===== src/sv/tgad_pkg.sv =====
`timescale 1ns / 1ps
// ----------------------------------------------------------------------------
// tgad_pkg
// shared types and constants of the tga rle pixel decoder
// ----------------------------------------------------------------------------
package tgad_pkg;

  localparam int COORD_BITS_DEF = 12;   // default coordinate counter width
  localparam int FIFO_DEPTH_DEF = 4;    // default depth of the pixel queue
  localparam int CFG_BITS       = 13;   // widest configuration register
  localparam int CFG_IDX_BITS   = 3;
  localparam int RUN_CAP        = 64;   // run copies issued per byte at most
  localparam int RAW_MAX        = 127;  // largest header value of a raw packet
  localparam int OUT_COORD_BITS = 12;   // coordinate width on the output stream

  typedef enum logic [CFG_IDX_BITS-1:0] {
    CFG_IMAGE_WIDTH  = 3'd0,
    CFG_IMAGE_HEIGHT = 3'd1,
    CFG_RLE_MODE     = 3'd2,
    CFG_MIRROR_X     = 3'd3,
    CFG_MIRROR_Y     = 3'd4
  } cfg_idx_t;

  typedef struct packed {
    logic rle_mode;
    logic mirror_x;
    logic mirror_y;
  } mode_t;

endpackage


===== src/sv/tgad_fifo.sv =====
`timescale 1ns / 1ps
// ----------------------------------------------------------------------------
// tgad_fifo
// small register queue between the byte front end and the pixel back end
// ----------------------------------------------------------------------------
module tgad_fifo #(
  parameter int WIDTH = 56,
  parameter int DEPTH = 4
) (
  input  logic             clk,
  input  logic             rst,
  input  logic             wr_en,
  input  logic [WIDTH-1:0] wr_data,
  output logic             full,
  input  logic             rd_en,
  output logic [WIDTH-1:0] rd_data,
  output logic             empty
);

  localparam int PTR_W = (DEPTH > 1) ? $clog2(DEPTH) : 1;
  localparam int CNT_W = $clog2(DEPTH + 1);

  logic [WIDTH-1:0] mem [DEPTH];
  logic [PTR_W-1:0] wr_ptr;
  logic [PTR_W-1:0] rd_ptr;
  logic [CNT_W-1:0] count;

  assign full    = (count == CNT_W'(DEPTH));
  assign empty   = (count == '0);
  assign rd_data = mem[rd_ptr];

  always_ff @(posedge clk) begin
    if (rst) begin
      wr_ptr <= '0;
      rd_ptr <= '0;
      count  <= '0;
    end else begin
      if (wr_en) begin
        wr_ptr <= (wr_ptr == PTR_W'(DEPTH - 1)) ? '0 : wr_ptr + PTR_W'(1);
      end
      if (rd_en) begin
        rd_ptr <= (rd_ptr == PTR_W'(DEPTH - 1)) ? '0 : rd_ptr + PTR_W'(1);
      end
      case ({wr_en, rd_en})
        2'b10:   count <= count + CNT_W'(1);
        2'b01:   count <= count - CNT_W'(1);
        default: count <= count;
      endcase
    end
  end

  always_ff @(posedge clk) begin
    if (wr_en) begin
      mem[wr_ptr] <= wr_data;
    end
  end

  assert property (@(posedge clk) disable iff (rst) !(wr_en && full))
    else $error("tgad_fifo: write into full queue");
  assert property (@(posedge clk) disable iff (rst) count <= CNT_W'(DEPTH))
    else $error("tgad_fifo: fill count beyond depth");

endmodule


===== src/sv/tgad_front.sv =====
`timescale 1ns / 1ps
// ----------------------------------------------------------------------------
// tgad_front
// byte classifier: packet headers, colour assembly, run expansion and raster
// position tracking; issues at most one pixel per cycle into the queue, only
// while the queue has room
module tgad_front #(
  parameter int COORD_BITS = 12
) (
  input  logic                  clk,
  input  logic                  rst,
  input  tgad_pkg::mode_t       mode,
  input  logic [COORD_BITS:0]   eff_w,
  input  logic [COORD_BITS:0]   eff_h,
  input  logic                  in_valid,
  output logic                  in_ready,
  input  logic [7:0]            in_byte,
  input  logic                  in_sof,
  input  logic                  q_full,
  output logic                  push,
  output logic [31:0]           push_color,
  output logic [COORD_BITS-1:0] push_col,
  output logic [COORD_BITS-1:0] push_row
);

  import tgad_pkg::*;

  localparam int CB = COORD_BITS;
  localparam int EW = COORD_BITS + 1;
  localparam int NW = $clog2(RUN_CAP + 1);
  localparam logic [NW-1:0] RUN_CAP_N  = NW'(RUN_CAP);
  localparam logic [1:0]    LAST_PHASE = 2'd3;   // fourth byte of a pixel
  localparam logic [7:0]    RAW_MAX_B  = 8'(RAW_MAX);

  typedef enum logic [1:0] {
    S_ACCEPT,
    S_RUN,
    S_HOLD
  } state_t;

  typedef struct packed {
    logic [CB-1:0] col;
    logic [CB-1:0] row;
    logic          done;
  } pos_t;

  state_t        state, state_next;
  logic [1:0]    phase, phase_next;
  logic [23:0]   cbytes, cbytes_next;
  logic [31:0]   held, held_next;
  logic [7:0]    left, left_next;
  logic          is_raw, is_raw_next;
  logic          want_hdr, want_hdr_next;
  logic          run_pend, run_pend_next;
  logic          done, done_next;
  logic [CB-1:0] col, col_next;
  logic [CB-1:0] row, row_next;
  logic [NW-1:0] n, n_next;
  logic [7:0]    pend_byte, pend_byte_next;
  logic          pend_sof, pend_sof_next;
  logic          pend_v, pend_v_next;

  function automatic pos_t advance(input logic [CB-1:0] c, input logic [CB-1:0] r);
    pos_t          p;
    logic [CB-1:0] cn;
    logic [CB-1:0] rn;
    cn     = c + CB'(1);
    rn     = r + CB'(1);
    p.col  = cn;
    p.row  = r;
    p.done = 1'b0;
    if (cn == '0 || EW'(cn) >= eff_w) begin
      p.col = '0;
      p.row = rn;
      if (rn == '0 || EW'(rn) >= eff_h) begin
        p.done = 1'b1;
      end
    end
    return p;
  endfunction

  always_comb begin
    logic        go;
    logic [7:0]  b;
    logic        fs;
    logic [31:0] color;
    pos_t        ps;

    state_next     = state;
    phase_next     = phase;
    cbytes_next    = cbytes;
    held_next      = held;
    left_next      = left;
    is_raw_next    = is_raw;
    want_hdr_next  = want_hdr;
    run_pend_next  = run_pend;
    done_next      = done;
    col_next       = col;
    row_next       = row;
    n_next         = n;
    pend_byte_next = pend_byte;
    pend_sof_next  = pend_sof;
    pend_v_next    = pend_v;

    push       = 1'b0;
    push_color = held;
    push_col   = col;
    push_row   = row;
    in_ready   = (state == S_ACCEPT) && !q_full;

    go    = 1'b0;
    b     = in_byte;
    fs    = in_sof;
    color = '0;
    ps    = '0;

    case (state)
      S_ACCEPT: begin
        if (in_valid && in_ready) begin
          if (run_pend) begin
            // leftover run copies go out before this byte is looked at
            pend_byte_next = in_byte;
            pend_sof_next  = in_sof;
            pend_v_next    = 1'b1;
            n_next         = '0;
            state_next     = S_RUN;
          end else begin
            go = 1'b1;
          end
        end
      end
      S_RUN: begin
        if (!q_full) begin
          if (left != '0 && n != RUN_CAP_N && !done) begin
            push      = 1'b1;
            ps        = advance(col, row);
            col_next  = ps.col;
            row_next  = ps.row;
            done_next = ps.done;
            n_next    = n + NW'(1);
            left_next = left - 8'd1;
            if (ps.done) begin
              left_next     = '0;
              want_hdr_next = 1'b1;
              run_pend_next = 1'b0;
              phase_next    = '0;
              cbytes_next   = '0;
            end
          end else begin
            if (done || left == '0) begin
              left_next     = '0;
              want_hdr_next = 1'b1;
              run_pend_next = 1'b0;
            end else begin
              run_pend_next = 1'b1;
            end
            state_next = pend_v ? S_HOLD : S_ACCEPT;
          end
        end
      end
      S_HOLD: begin
        if (!q_full) begin
          go          = 1'b1;
          b           = pend_byte;
          fs          = pend_sof;
          pend_v_next = 1'b0;
          state_next  = S_ACCEPT;
        end
      end
      default: begin
        state_next = S_ACCEPT;
      end
    endcase

    if (go) begin
      if (fs) begin
        phase_next    = '0;
        cbytes_next   = '0;
        held_next     = '0;
        left_next     = '0;
        is_raw_next   = 1'b0;
        want_hdr_next = 1'b1;
        run_pend_next = 1'b0;
        col_next      = '0;
        row_next      = '0;
        done_next     = 1'b0;
      end
      if (!done_next) begin
        if (mode.rle_mode && want_hdr_next) begin
          // packet header
          is_raw_next   = (b <= RAW_MAX_B);
          left_next     = (b <= RAW_MAX_B) ? b + 8'd1 : b - RAW_MAX_B;
          want_hdr_next = 1'b0;
          phase_next    = '0;
          cbytes_next   = '0;
        end else if (phase_next != LAST_PHASE) begin
          case (phase_next)
            2'd0:    cbytes_next        = {16'd0, b};
            2'd1:    cbytes_next[15:8]  = b;
            default: cbytes_next[23:16] = b;
          endcase
          phase_next = phase_next + 2'd1;
        end else begin
          color       = {b, cbytes_next};
          phase_next  = '0;
          cbytes_next = '0;
          if (!mode.rle_mode || is_raw_next) begin
            push       = 1'b1;
            push_color = color;
            push_col   = col_next;
            push_row   = row_next;
            ps         = advance(col_next, row_next);
            col_next   = ps.col;
            row_next   = ps.row;
            done_next  = ps.done;
            if (ps.done) begin
              left_next     = '0;
              want_hdr_next = 1'b1;
              run_pend_next = 1'b0;
            end
            if (mode.rle_mode) begin
              if (left_next != '0) begin
                left_next = left_next - 8'd1;
              end
              if (left_next == '0) begin
                want_hdr_next = 1'b1;
              end
            end
          end else begin
            held_next  = color;
            n_next     = '0;
            state_next = S_RUN;
          end
        end
      end
    end
  end

  always_ff @(posedge clk) begin
    if (rst) begin
      state    <= S_ACCEPT;
      phase    <= '0;
      cbytes   <= '0;
      held     <= '0;
      left     <= '0;
      is_raw   <= 1'b0;
      want_hdr <= 1'b1;
      run_pend <= 1'b0;
      done     <= 1'b0;
      col      <= '0;
      row      <= '0;
      n        <= '0;
      pend_v   <= 1'b0;
    end else begin
      state    <= state_next;
      phase    <= phase_next;
      cbytes   <= cbytes_next;
      held     <= held_next;
      left     <= left_next;
      is_raw   <= is_raw_next;
      want_hdr <= want_hdr_next;
      run_pend <= run_pend_next;
      done     <= done_next;
      col      <= col_next;
      row      <= row_next;
      n        <= n_next;
      pend_v   <= pend_v_next;
    end
    pend_byte <= pend_byte_next;
    pend_sof  <= pend_sof_next;
  end

  assert property (@(posedge clk) disable iff (rst) push |-> !q_full)
    else $error("tgad_front: pixel issued into full queue");
  assert property (@(posedge clk) disable iff (rst) n <= RUN_CAP_N)
    else $error("tgad_front: run copies beyond cap in one byte");
  assert property (@(posedge clk) disable iff (rst) (state == S_HOLD) |-> pend_v)
    else $error("tgad_front: hold state without a parked byte");

endmodule


===== src/sv/tgad_back.sv =====
`timescale 1ns / 1ps
// ----------------------------------------------------------------------------
// tgad_back
// pixel back end: mirroring, row flip, last flag and output register
// ----------------------------------------------------------------------------
module tgad_back #(
  parameter int COORD_BITS = 12
) (
  input  logic                       clk,
  input  logic                       rst,
  input  tgad_pkg::mode_t            mode,
  input  logic [COORD_BITS:0]        eff_w,
  input  logic [COORD_BITS:0]        eff_h,
  input  logic                       q_empty,
  input  logic [31+2*COORD_BITS:0]   q_data,
  output logic                       q_rd,
  output logic                       out_valid,
  input  logic                       out_ready,
  output logic [55:0]                out_data,
  output logic                       out_last
);

  import tgad_pkg::*;

  localparam int CB = COORD_BITS;
  localparam int EW = COORD_BITS + 1;

  logic [31:0]             q_color;
  logic [CB-1:0]           q_col;
  logic [CB-1:0]           q_row;
  logic [EW-1:0]           xf;
  logic [EW-1:0]           yf;
  logic [OUT_COORD_BITS-1:0] x_out;
  logic [OUT_COORD_BITS-1:0] y_out;
  logic                    last;

  assign q_color = q_data[31:0];
  assign q_col   = q_data[31+CB:32];
  assign q_row   = q_data[31+2*CB:32+CB];

  always_comb begin
    xf    = mode.mirror_x ? (eff_w - EW'(1) - EW'(q_col)) : EW'(q_col);
    yf    = mode.mirror_y ? EW'(q_row) : (eff_h - EW'(1) - EW'(q_row));
    x_out = OUT_COORD_BITS'(xf[CB-1:0]);
    y_out = OUT_COORD_BITS'(yf[CB-1:0]);
    last  = ((EW'(q_col) + EW'(1)) >= eff_w) && ((EW'(q_row) + EW'(1)) >= eff_h);
  end

  assign q_rd = !q_empty && (!out_valid || out_ready);

  always_ff @(posedge clk) begin
    if (rst) begin
      out_valid <= 1'b0;
    end else if (!out_valid || out_ready) begin
      out_valid <= !q_empty;
    end
    if (q_rd) begin
      out_data <= {y_out, x_out, q_color};
      out_last <= last;
    end
  end

endmodule


===== src/sv/tga_rle_pixel_decoder.sv =====
`timescale 1ns / 1ps
// ----------------------------------------------------------------------------
// tga_rle_pixel_decoder
// decodes the pixel data section of a 32-bit truecolor tga image
// ----------------------------------------------------------------------------
// usage
//   s_axis carries one data byte per transaction; tuser marks the first byte
//   of a frame and clears position and packet state before that byte
//   m_axis carries one pixel per transaction: colour, destination x and y,
//   and tlast on the final pixel of the image; bytes after it are dropped
//   until the next frame start
//   cfg_we/cfg_index/cfg_data set size, rle mode and mirroring while idle
// timing
//   a byte is taken every cycle while the pixel queue has room and no run
//   copies are being issued; the pixel that a fourth colour byte completes
//   goes through the pixel queue and the output register to m_axis
//   a run packet issues one copy per cycle from the front end run counter
//   while the queue has room and holds s_axis; at most 64 copies follow one
//   byte, the rest go out when the next byte arrives
// reset and stalls
//   rst (synchronous) clears all frame state and sets 1 x 1, uncompressed
//   a stalled m_axis fills the output register, then the queue, then
//   s_axis tready drops; nothing is lost
// ----------------------------------------------------------------------------
module tga_rle_pixel_decoder #(
  parameter int COORD_BITS = tgad_pkg::COORD_BITS_DEF,
  parameter int FIFO_DEPTH = tgad_pkg::FIFO_DEPTH_DEF
) (
  input  logic                              clk,
  input  logic                              rst,
  // byte stream in
  input  logic                              s_axis_tvalid,
  output logic                              s_axis_tready,
  input  logic [7:0]                        s_axis_tdata,  // [7:0] data_byte
  input  logic                              s_axis_tuser,  // [0] frame_start
  // pixel stream out
  output logic                              m_axis_tvalid,
  input  logic                              m_axis_tready,
  output logic [55:0]                       m_axis_tdata,  // [31:0] pixel_color,
                                                           // [43:32] pixel_x,
                                                           // [55:44] pixel_y
  output logic                              m_axis_tlast,  // last_pixel
  // configuration writes
  input  logic                              cfg_we,
  input  logic [tgad_pkg::CFG_IDX_BITS-1:0] cfg_index,
  input  logic [tgad_pkg::CFG_BITS-1:0]     cfg_data
);

  import tgad_pkg::*;

  localparam int EW = COORD_BITS + 1;
  // compare width for size saturation
  localparam int CW = (COORD_BITS + 1 > CFG_BITS) ? COORD_BITS + 1 : CFG_BITS;
  localparam int QW = 32 + 2 * COORD_BITS;

  // effective sizes kept already clamped to 1 .. 2^COORD_BITS
  logic [EW-1:0]         eff_w;
  logic [EW-1:0]         eff_h;
  mode_t                 mode;

  logic                  push;
  logic [31:0]           push_color;
  logic [COORD_BITS-1:0] push_col;
  logic [COORD_BITS-1:0] push_row;
  logic                  q_full;
  logic                  q_empty;
  logic                  q_rd;
  logic [QW-1:0]         q_data;

  function automatic logic [EW-1:0] eff_size(input logic [CFG_BITS-1:0] v);
    logic [CW-1:0] ve;
    logic [CW-1:0] lim;
    ve  = CW'(v);
    lim = CW'(1) << COORD_BITS;
    if (ve == '0) begin
      return EW'(1);
    end
    if (ve > lim) begin
      return EW'(lim);
    end
    return EW'(ve);
  endfunction

  // configuration registers
  always_ff @(posedge clk) begin
    if (rst) begin
      eff_w <= EW'(1);
      eff_h <= EW'(1);
      mode  <= '0;
    end else if (cfg_we) begin
      case (cfg_index)
        CFG_IMAGE_WIDTH:  eff_w         <= eff_size(cfg_data);
        CFG_IMAGE_HEIGHT: eff_h         <= eff_size(cfg_data);
        CFG_RLE_MODE:     mode.rle_mode <= cfg_data[0];
        CFG_MIRROR_X:     mode.mirror_x <= cfg_data[0];
        CFG_MIRROR_Y:     mode.mirror_y <= cfg_data[0];
        default:          mode          <= mode;   // unused indexes ignored
      endcase
    end
  end

  // front end: byte classification, colour assembly, runs and raster count
  tgad_front #(
    .COORD_BITS (COORD_BITS)
  ) u_front (
    .clk        (clk),
    .rst        (rst),
    .mode       (mode),
    .eff_w      (eff_w),
    .eff_h      (eff_h),
    .in_valid   (s_axis_tvalid),
    .in_ready   (s_axis_tready),
    .in_byte    (s_axis_tdata),
    .in_sof     (s_axis_tuser),
    .q_full     (q_full),
    .push       (push),
    .push_color (push_color),
    .push_col   (push_col),
    .push_row   (push_row)
  );

  // pixel queue decoupling the two halves
  tgad_fifo #(
    .WIDTH (QW),
    .DEPTH (FIFO_DEPTH)
  ) u_fifo (
    .clk     (clk),
    .rst     (rst),
    .wr_en   (push),
    .wr_data ({push_row, push_col, push_color}),
    .full    (q_full),
    .rd_en   (q_rd),
    .rd_data (q_data),
    .empty   (q_empty)
  );

  // back end: coordinate mapping and output register
  tgad_back #(
    .COORD_BITS (COORD_BITS)
  ) u_back (
    .clk       (clk),
    .rst       (rst),
    .mode      (mode),
    .eff_w     (eff_w),
    .eff_h     (eff_h),
    .q_empty   (q_empty),
    .q_data    (q_data),
    .q_rd      (q_rd),
    .out_valid (m_axis_tvalid),
    .out_ready (m_axis_tready),
    .out_data  (m_axis_tdata),
    .out_last  (m_axis_tlast)
  );

endmodule


===== config.mk =====
export PLATFORM = sky130hd
export DESIGN_NAME = tga_rle_pixel_decoder
export DESIGN_NICKNAME = d
export VERILOG_FILES = /design/src/sv/tgad_pkg.sv /design/src/sv/tgad_fifo.sv /design/src/sv/tgad_front.sv /design/src/sv/tgad_back.sv /design/src/sv/tga_rle_pixel_decoder.sv
export SDC_FILE = /design/constraint.sdc
export NUM_CORES = 1
export LEC_CHECK = 0
export BUFFER_PORTS_ARGS = -buffer_cell sky130_fd_sc_hd__buf_2
export CORE_MARGIN = 8
export CORE_UTILIZATION = 63
export DETAILED_ROUTE_END_ITERATION = 8
export PLACE_DENSITY = 0.81
export SLEW_MARGIN = 20
export SYNTH_ARGS = -nofsm -noshare
export SYNTH_HDL_FRONTEND = slang
export SYNTH_SLANG_ARGS = --single-unit
export TNS_END_PERCENT = 10

===== constraint.sdc =====
create_clock -name clk -period 8.8 [get_ports clk]
set_input_delay 1.32 -clock clk [delete_from_list [all_inputs] [get_ports clk]]
set_output_delay 1.32 -clock clk [all_outputs]
set_load 0.05 [all_outputs]

## Word level (Yosys, flattened, before mapping)

Memories as Yosys holds them, arrays and structs flattened. A register that Yosys moved wholly into a read port is not among the register bits.
Index checks and enable logic that the tools add are counted.

| storage, ports and cells | value |
|---|---|
| input bits | 30 |
| register bits after elaboration | 207 |
| output and inout bits | 59 |
| word-level logic and storage cells | 327 |
| RAM bits | 224 |
| memories | 1 |

| cells by class | value |
|---|---|
| multiplexer cells | 214 |
| reduce and logical (&&, ||, !) cells | 41 |
| equality and inequality tests | 17 |
| add/sub/neg operators | 20 |
| magnitude comparators | 8 |

Memory list:

| memory | words | bits a word | read ports | clocked after memory_dff | wr ports | RTL line | text |
|---|---|---|---|---|---|---|---|
| u_fifo.mem | 4 | 56 | 1 | 1 | 1 | tgad_fifo.sv:23 | `logic [WIDTH-1:0] mem [DEPTH];` |

Operators by type and width:

| operator | number |
|---|---|
| $mux W12 | 32 |
| $mux W32 | 10 |
| $mux W25 | 10 |
| $mux W8 | 29 |
| $mux W24 | 9 |
| $mux W13 | 6 |
| $mux W1 | 77 |
| $mux W7 | 9 |
| $ge A12 B13 Y1 | 4 |
| $mux W2 | 25 |
| $add A12 B1 Y12 const B | 4 |
| $logic_not A12 Y1 | 4 |
| $pmux W8 S2 | 2 |
| $add A12 B1 Y13 const B | 2 |
| $ge A13 B13 Y1 | 2 |
| $sub A12 B1 Y12 const B | 2 |
| $sub A12 B12 Y12 | 2 |
| $logic_not A8 Y1 | 2 |
| $reduce_bool A8 Y1 | 2 |
| $sub A8 B1 Y8 const B | 2 |
| $pmux W7 S2 | 1 |
| $gt A13 B13 Y1 const B | 1 |
| $logic_not A13 Y1 | 1 |
| $reduce_and A2 Y1 | 5 |
| 26 further kinds | 57 |

## Longest topological paths before layout

Gate-level depths: netlist of the first run.

| depth | value |
|---|---|
| depth after elaboration | 45 |
| gate-level depth with buffers | 37 |
| depth with buffers taken out | 36 |

## Cells and area by module

A second synthesis of the first run with hierarchy kept.

| second synthesis, totals | value |
|---|---|
| cell total of the unflattened synthesis | 2,221 |
| area, all modules | 23,796.6 um2 |

Modules (own cells, without submodules):

| module | cells an instance | sequential area each (um2) | times used | area an instance (um2) |
|---|---|---|---|---|
| tgad_front | 1,329 | 2,352.3 | 1 | 9,868.2 |
| tgad_fifo | 340 | 6,906.6 | 1 | 8,563.2 |
| tgad_back | 410 | 1,731.7 | 1 | 4,164.0 |
| tga_rle_pixel_decoder | 142 | 580.6 | 1 | 1,201.2 |

## Worst setup path before layout of the first run

Ideal clock, no wire load.

| timing path | value |
|---|---|
| kind | register -> register |
| start | reg u_front.col[0] |
| end | mem u_fifo.mem[0][0], enable pin |
| data arrival time | 7,520 ps |
| buffers on the path | 4 |
| path slack | 803 ps |
| cell stages (with the launch flop) | 27 |
| period minus slack after synthesis | 7,997 ps |
| data required time | 8,323 ps |
| setup time | 477 ps |
| path through | dfxtp_1 > ha_1 > buf_2 > nand2_1 > or4_1 > xor2_1 > inv_1 > ha_1 > a211o_1 > a211oi_1 > o211ai_1 > nand2_1 > a21oi_2 > o21a_1 > nor2_1 > clkbuf_1 > nand2_1 > inv_1 > ha_1 > clkbuf_1 > nand2_1 > nor2_1 > nand2_1 > clkbuf_1 > nand2_1 > inv_1 > nor2b_1 |

| on the way | value |
|---|---|
| word-level cells in the longest chain between the ends | 20 |
| elaborated cells on any way between the ends | 33 |
| classes of those cells | add/sub: 1; order compare: 1; eq/ne: 1; mux: 27; reduce/logical: 3 |

RTL lines:

| what | RTL line | text |
|---|---|---|
| start: declaration | tgad_front.sv:56 | `logic [CB-1:0] col, col_next;` |
| start signal: assignment | tgad_front.sv:264 | `col <= col_next;` |
| $add A12 B1 Y12 (*) | tgad_front.sv:67 | `cn = c + CB'(1);` |
| $ge A12 B13 Y1 / $logic_not A12 Y1 (equally long branches) | tgad_front.sv:72 | `if (cn == '0 \|\| EW'(cn) >= eff_w) begin` |
| $logic_or A1 B1 Y1 (*) | tgad_front.sv:72 |  |
| $mux W25 (*) | tgad_front.sv:72 |  |
| $mux W25 (*) | tgad_front.sv:134 | `if (left != '0 && n != RUN_CAP_N && !done) begin` |
| $mux W25 (*) | tgad_front.sv:133 | `if (!q_full) begin` |
| $mux W25 (*) | tgad_front.sv:117 | `case (state)` |
| $mux W2 | tgad_front.sv:142 | `if (ps.done) begin` |
| [4 not listed] | - |  |
| $mux W2 | tgad_front.sv:175 | `if (go) begin` |
| $ne A2 B2 Y1 | tgad_front.sv:196 | `end else if (phase_next != LAST_PHASE) begin` |
| $mux W1 | tgad_front.sv:196 |  |
| $mux W1 | tgad_front.sv:189 | `if (mode.rle_mode && want_hdr_next) begin` |
| $mux W1 (*) | tgad_front.sv:188 | `if (!done_next) begin` |
| $mux W1 (*) | tgad_front.sv:175 |  |
| $mux W1 (*) | tgad_fifo.sv:53 | `if (wr_en) begin` |
| $mux W1 (not written as such) (*) | tgad_fifo.sv:54 | `mem[wr_ptr] <= wr_data;` |
| end: declaration | tgad_fifo.sv:23 |  |

Every way passes the cells marked *; elsewhere a longest branch is shown, timed or not. The select of a mux whose other input is x is not followed.

## Worst setup path in the final report of the first run

| timing path | value |
|---|---|
| start | reg u_front.col[1] |
| end | reg u_front.left[3] |

| on the way | value |
|---|---|
| word-level cells in the longest chain between the ends | 42 |
| elaborated cells on any way between the ends | 78 |
| classes of those cells | add/sub: 4; order compare: 3; eq/ne: 1; mux: 62; reduce/logical: 8 |

RTL lines:

| what | RTL line | text |
|---|---|---|
| $add A12 B1 Y12 | tgad_front.sv:67 |  |
| $ge A12 B13 Y1 / $logic_not A12 Y1 (equally long branches) | tgad_front.sv:72 |  |
| $logic_or A1 B1 Y1 | tgad_front.sv:72 |  |
| $mux W25 | tgad_front.sv:72 |  |
| $mux W25 | tgad_front.sv:134 |  |
| $mux W25 | tgad_front.sv:133 |  |
| $mux W25 | tgad_front.sv:117 |  |
| $mux W12 | tgad_front.sv:134 |  |
| [26 not listed] | - |  |
| $mux W8 | tgad_front.sv:188 |  |
| $mux W8 | tgad_front.sv:175 |  |
| $mux W8 | tgad_front.sv:221 | `if (mode.rle_mode) begin` |
| $mux W8 | tgad_front.sv:207 | `if (!mode.rle_mode \|\| is_raw_next) begin` |
| $mux W8 | tgad_front.sv:196 |  |
| $mux W8 | tgad_front.sv:189 |  |
| $mux W8 | tgad_front.sv:188 |  |
| $mux W8 (*) | tgad_front.sv:175 |  |
| end signal: assignment | tgad_front.sv:259 | `left <= left_next;` |
| end: declaration | tgad_front.sv:51 | `logic [7:0] left, left_next;` |

Marked as above.
A chain may end at the register's enable or synchronous reset.

==> results of run 1 <==
==> report_power, final <==
part | switching [mW] | internal, mW | total, mW
clock | 0.819 | 1.07 | 1.89
sequential | 0.0841 | 2.36 | 2.45
combinational | 1.15 | 0.532 | 1.69
total | 2.06 | 3.97 | 6.02
==> flip-flops by register name, summed over array words and instances (netlist names), 2 cells and up, named ones only <==
register and count:
u_front.left 8, u_front.col 12, u_front.n 7, u_fifo.rd_ptr 2, eff_w 13, u_front.pend_byte 8
u_fifo.mem 224, u_back.out_data 56, u_front.state 2, eff_h 13, u_fifo.wr_ptr 2, u_front.cbytes 24
u_front.phase 2, u_front.held 32, u_fifo.count 3, mode 3, u_front.row 12
==> layer usage <==
layer  vias to the layer above  part of all wire, %  GRT usage [%]
li1                       8106                    -              -
met1                      8655                   41           38.3
met2                       949                   46           45.7
met3                       160                  9.5           6.94
met4                         0                  3.4           11.6
met5                         -                    0              0
==> critical path: cells and delay by family, from the launching register on <==
family	cells	cell delay, ns
AO/OA/AOI/OAI	17	3.71
AND/OR/NAND/NOR	7	1.47
flip-flops	1	0.45
buffers and inverters	4	0.43
multiplexers	1	0.28
XOR/XNOR	2	0.37
adder cells (fa/ha/maj)	5	1.35
==> kinds of logic after synthesis <==
| group | count (synthesis) | synth area share, % |
|---|---|---|
| AOI/OAI and AO/OA | 466 | 13.4 |
| xor gates and xnor gates | 103 | 3.91 |
| adders and majority gates | 122 | 6.71 |
| buffers and inverters | 200 | 3.48 |
| DFF | 433 | 50.2 |
| muxes | 99 | 7.44 |
| and+or+nand+nor | 747 | 14.9 |
==> final cells by class <==
cell class,instances,area share (%)
clock inverter,24,0.923
sequential,433,45.4
tap,468,2.30
timing repair buffer,121,2.81
multi-input combinational,1537,42.3
inverter,90,1.33
clock buffer,59,4.90
==> path summary, 6_finish.rpt <==
kind,startpoint,endpoint,cells past startpoint,slack (ns)
setup / recovery,u_front.col[1]$_SDFF_PP0_,u_front.left[3]$_SDFF_PP0_,36,0.61
hold / removal,eff_w[11]$_SDFFE_PP0P_,eff_w[11]$_SDFFE_PP0P_,2,0.46
setup reg to reg,u_front.col[1]$_SDFF_PP0_,u_front.left[3]$_SDFF_PP0_,36,0.61
hold reg to reg,eff_w[11]$_SDFFE_PP0P_,eff_w[11]$_SDFFE_PP0P_,2,0.46
==> timing repair <==
action / 4_1_cts / 5_1_grt
buffers inserted: 0 / 0
endpoints found under the setup margin: 0 / 5
gates resized for setup: 0 / 5
endpoints found under the hold margin: 0 / 0
hold buffers: 0 / 0
==> per-stage QoR <==
| stage | utilization [%] | area (um2) |
|---|---|---|
| global route | 70.1 | 25500 |
| CTS | 70.1 | 25500 |
| finish | 70.1 | 25500 |
| detailed placement | 66.0 | 24000 |
| floorplan | - | 23100 |
| global placement | 66.0 | 24000 |
==> cell usage in the layout (no fill, tap or decap), types with 8 or more instances in the layout <==
cell	instances
and3_1	19
o21ai_1	8
nor4_1	18
a22oi_1	68
a211o_1	9
o31ai_1	12
nor3_1	37
inv_1	89
mux4_2	56
a21oi_1	114
edfxtp_1	290
mux2_2	16
o21ai_0	87
nand2b_1	14
nand4_1	19
a21o_1	16
a211oi_1	13
a31oi_1	16
buf_2	87
nand2_1	270
o211ai_1	11
and2_1	16
mux2i_1	25
nor2_1	200
clkbuf_16	45
o21bai_1	14
nand3_1	71
o21a_1	22
buf_4	32
xnor2_1	66
xor2_1	37
dfxtp_1	139
ha_1	118
nor2b_1	27
==> reports/metrics.cfg, run 1 <==
[outcome]
status=complete, no violations

[logic_synthesis]
yosysTopAreaCellShare_pct=37.7
synth_common_cells=edfxtp_1 (290), nand2_1 (272), nor2_1 (203)
synth.area.top_cells=edfxtp_1 (38%), dfxtp_1 (12%), ha_1 (6.5%)
synth_seq_area_share_pct=50.2
async_flop_share_pct=0
syn-num-nets=2322
synth_cell_type_count=88
ys_warn_count=0
synth_most_common_cell=edfxtp_1
synth_cells=2170
synth_top_area_cell=edfxtp_1
syn_area_per_cell_um2=10.6
ys.flop_type=edfxtp_1
synth_edf_count=290
ys_seq_elements=433
synth_area_um2=23100

[sta]
fin_setup_tns_ns=0
fin_skew_ns=0.0272
hold_viol=0
whs_ns=0.460
slew_headroom_pct=16.1
rsz0062_at_grt=no
finalCriticalPeriod_ns=8.19
slew_violations=0
worstMarginPinSlew_ns=1.25
fin_crit_sh_pct=93.0
max_freq_mhz=122
setup_viol=0
worst_slack_ns=0.614

[drt]
drt_iter0_drc=1898
vias_per_cell=6.54
drt-total-wl_um=63800
first_pass_iters=5
ant_nets=0
drc=0
vias=17900
avgRoutedWirePerCell_um=23.4

[critical_path]
crit_top_cell=ha_1
critPathMaxFanout=10
crit_arrival_ns=8.68
required_ns=9.29
startpoint_type=flop
max_stage_delay_ns=0.52
crit_type=flop to flop
critPathSlowestCell=or4_1
end_kind=flop

[clock_tree]
insertion_delay_ns=0.59
clkSinkCount=433
clk_path_buf_depth=3
cts_tree=built
clk_pin_slew_ns=0.06
cts_htree_levels=2
cts_made_buffers=45
clock-root-buffer=clkbuf_16

[pwr]
irDropWorstVdd_mv=0.298
p_total_mw=6.02
power.density_nw_per_um2=236
p_leak_nw=8.88

[finish]
regArea_um2=11600
diodes=0
area_growth_pct=10.5
fillers=2584
multi_input_area_um2=10800
layout.cells.non_filler=2732
nets=2380
drive_above_1_share_pct=13.6

[floorplanning]
dieWidth_um=207
core_um2=36300
die-area_um2=43000
ioPinCount=89
fp.dieH_um=207
row_count=70
initial_utilization_pct=63.5

[hold_path]
hold_class=flop to flop

[global_route]
antenna_found_initial=0
grt_util_all_layers_pct=29.0
grt_max_degree=74
grt_pass1_wl_um=98500
grt_pass1_vias=17600
grt_overflow=0

[job]
maxCapViolCount=0

[placed_design]
dp_cells=2649
dp_hpwl_um=43500
pre_cts_slack_ns=0.462
place_congestion=0.933
port_buffers=88

No activity file was read; power rests on OpenSTA's default activity.
==> run 2, diff against run 1 <==
--- a/config.mk
+++ b/config.mk
@@ -9,7 +9,8 @@
 export CORE_MARGIN = 8
 export CORE_UTILIZATION = 63
 export DETAILED_ROUTE_END_ITERATION = 8
-export PLACE_DENSITY = 0.81
+export PLACE_DENSITY = 0.88
+export SKIP_CTS_REPAIR_TIMING = 1
 export SLEW_MARGIN = 20
 export SYNTH_ARGS = -nofsm -noshare
 export SYNTH_HDL_FRONTEND = slang
==> reports/metrics.cfg, run 2 (synthesis gave the netlist of run 1 again) <==
[outcome]
status=complete, no violations

[placed_design]
place_congestion=0.992  ; +6.3%
port_buffers=88  ; unchanged
dp_hpwl_um=44400  ; +2.0%

[global_route]
grt_max_degree=76  ; +2.7%
grt_overflow=0  ; unchanged
grt_pass1_vias=18200  ; +3.5%
grt_pass1_wl_um=102000  ; +3.7%
antenna_found_initial=0  ; unchanged
grt_util_all_layers_pct=29.8  ; +0.86 points

[sta]
fin_setup_tns_ns=0  ; unchanged
fin_crit_sh_pct=93.5  ; +0.51 points
finalCriticalPeriod_ns=8.23  ; +0.0446 ns
max_freq_mhz=121  ; -0.54%
slew_violations=0  ; unchanged
slew_headroom_pct=24.4  ; +8.3 points
fin_skew_ns=0.0182  ; -0.00899 ns
hold_viol=0  ; unchanged
rsz0062_at_grt=no
setup_viol=0  ; unchanged
worstMarginPinSlew_ns=1.12  ; -0.123 ns

[critical_path]
crit_type=flop to flop
crit_top_cell=ha_1
end_kind=flop
startpoint_type=flop
crit_arrival_ns=8.74  ; +0.06 ns
r2r_slack_ns=0.57  ; -0.04 ns
max_stage_delay_ns=0.52  ; about the same
critPathSlowestCell=dfxtp_1
required_ns=9.31  ; +0.02 ns
critPathMaxFanout=9  ; -1

[finish]
fillers=2458  ; -4.9%
layout_common_cells=edfxtp_1 (290), nand2_1 (270), nor2_1 (200)
postLayoutCoreUtil_pct=70.0  ; -0.10 points
drive_above_1_share_pct=13.5  ; -0.10 points
largest_register_ffs=224  ; unchanged
diodes=0  ; unchanged
nets=2383  ; +0.13%
largest_register=u_fifo.mem
regArea_um2=11600  ; about the same
final_common_cell=edfxtp_1
multi_input_area_um2=10800  ; about the same
area_growth_pct=10.3
top_regs=u_fifo.mem: 224 flops, u_back.out_data: 56 flops, u_front.held: 32 flops

[clock_tree]
cts_htree_levels=2  ; unchanged
cts_made_buffers=43  ; -4.4%
clk_path_buf_depth=3  ; unchanged
clk_pin_slew_ns=0.07  ; about the same
clock-root-buffer=clkbuf_16
insertion_delay_ns=0.59  ; about the same
clkSinkCount=433  ; unchanged
cts_tree=built

[drt]
avgRoutedWirePerCell_um=24.0  ; +2.9%
maxUsedRoutingLayer=met4
vias_per_cell=6.71  ; +2.5%
met2_length_um=31000  ; +6.2%
drc=0  ; unchanged
drt-total-wl_um=65700  ; +3.0%
ant_nets=0  ; unchanged
vias=18300  ; +2.6%
drt_iter0_drc=2145  ; +13%
first_pass_iters=8  ; +3
dr_wl_met3_um=6540  ; +7.6%
met1_length_um=25900  ; -1.7%

[pwr]
irDropWorstVdd_mv=0.299  ; +0.39%
p_leak_nw=8.86  ; -0.23%
p_total_mw=6.05  ; +0.35%
power.density_nw_per_um2=238  ; +0.49%

[floorplanning]
row_count=70  ; unchanged
die-area_um2=43000  ; unchanged
ioPinCount=89  ; unchanged
core_um2=36300  ; unchanged
initial_utilization_pct=63.5  ; unchanged
dieWidth_um=207  ; unchanged
fp.dieH_um=207  ; unchanged

[job]
maxCapViolCount=0  ; unchanged

[hold_path]
hold_class=flop to flop

==> run 2: critical path: cells and delay by family (launching register included) <==
kind | cells | cell delay, ns
AOI/OAI and AO/OA | 13 | 2.49
xor gates and xnor gates | 2 | 0.40
adders and majority gates | 5 | 1.59
buffers and inverters | 3 | 0.39
DFF | 1 | 0.52
muxes | 2 | 0.43
and+or+nand+nor | 11 | 2.32
==> run 2: through the flow <==
stage | cell area, um2 | cells | hold slack [ns] | setup WS [ns]
after CTS | 25400 | 2734 | 0.476 | 0.493
after floorplan | 23100 | 2170 | 0.436 | 0.803
final | 25400 | 2734 | 0.481 | 0.569
after global placement | 24000 | 2654 | 0.446 | 0.780
after global routing | 25400 | 2734 | 0.491 | 0.0582
after detailed placement | 24000 | 2654 | 0.477 | 0.591
==> run 2: final cells by class <==
class                   instances  share of cell area [%]
clock inverters                28                    1.27
flip-flops and latches        433                    45.5
repair buffers                126                    2.86
multi-input cells            1537                    42.4
well taps                     468                    2.30
inverters                      90                    1.33
clock buffers                  52                    4.40
==> run 2: final timing paths <==
path,startpoint,endpoint,cells past startpoint
hold reg to reg,eff_w[11]$_SDFFE_PP0P_,eff_w[11]$_SDFFE_PP0P_,2
setup / recovery,u_front.col[0]$_SDFF_PP0_,u_front.left[6]$_SDFF_PP0_,36
hold / removal,eff_w[11]$_SDFFE_PP0P_,eff_w[11]$_SDFFE_PP0P_,2
setup reg to reg,u_front.col[0]$_SDFF_PP0_,u_front.left[6]$_SDFF_PP0_,36
==> run 2: metal layers <==
| layer | vias up | track usage [%] |
|---|---|---|
| met1 | 8891 | 39.2 |
| met3 | 204 | 6.01 |
| met2 | 1134 | 48.9 |
| met4 | 0 | 10.5 |
| met5 | - | 0 |
| li1 | 8108 | - |
==> run 2: where the power goes <==
| group | total, mW | internal, mW | switching [mW] |
|---|---|---|---|
| clock | 1.88 | 1.07 | 0.815 |
| sequential | 2.45 | 2.36 | 0.0899 |
| combinational | 1.71 | 0.535 | 1.17 |
| total | 6.05 | 3.97 | 2.08 |
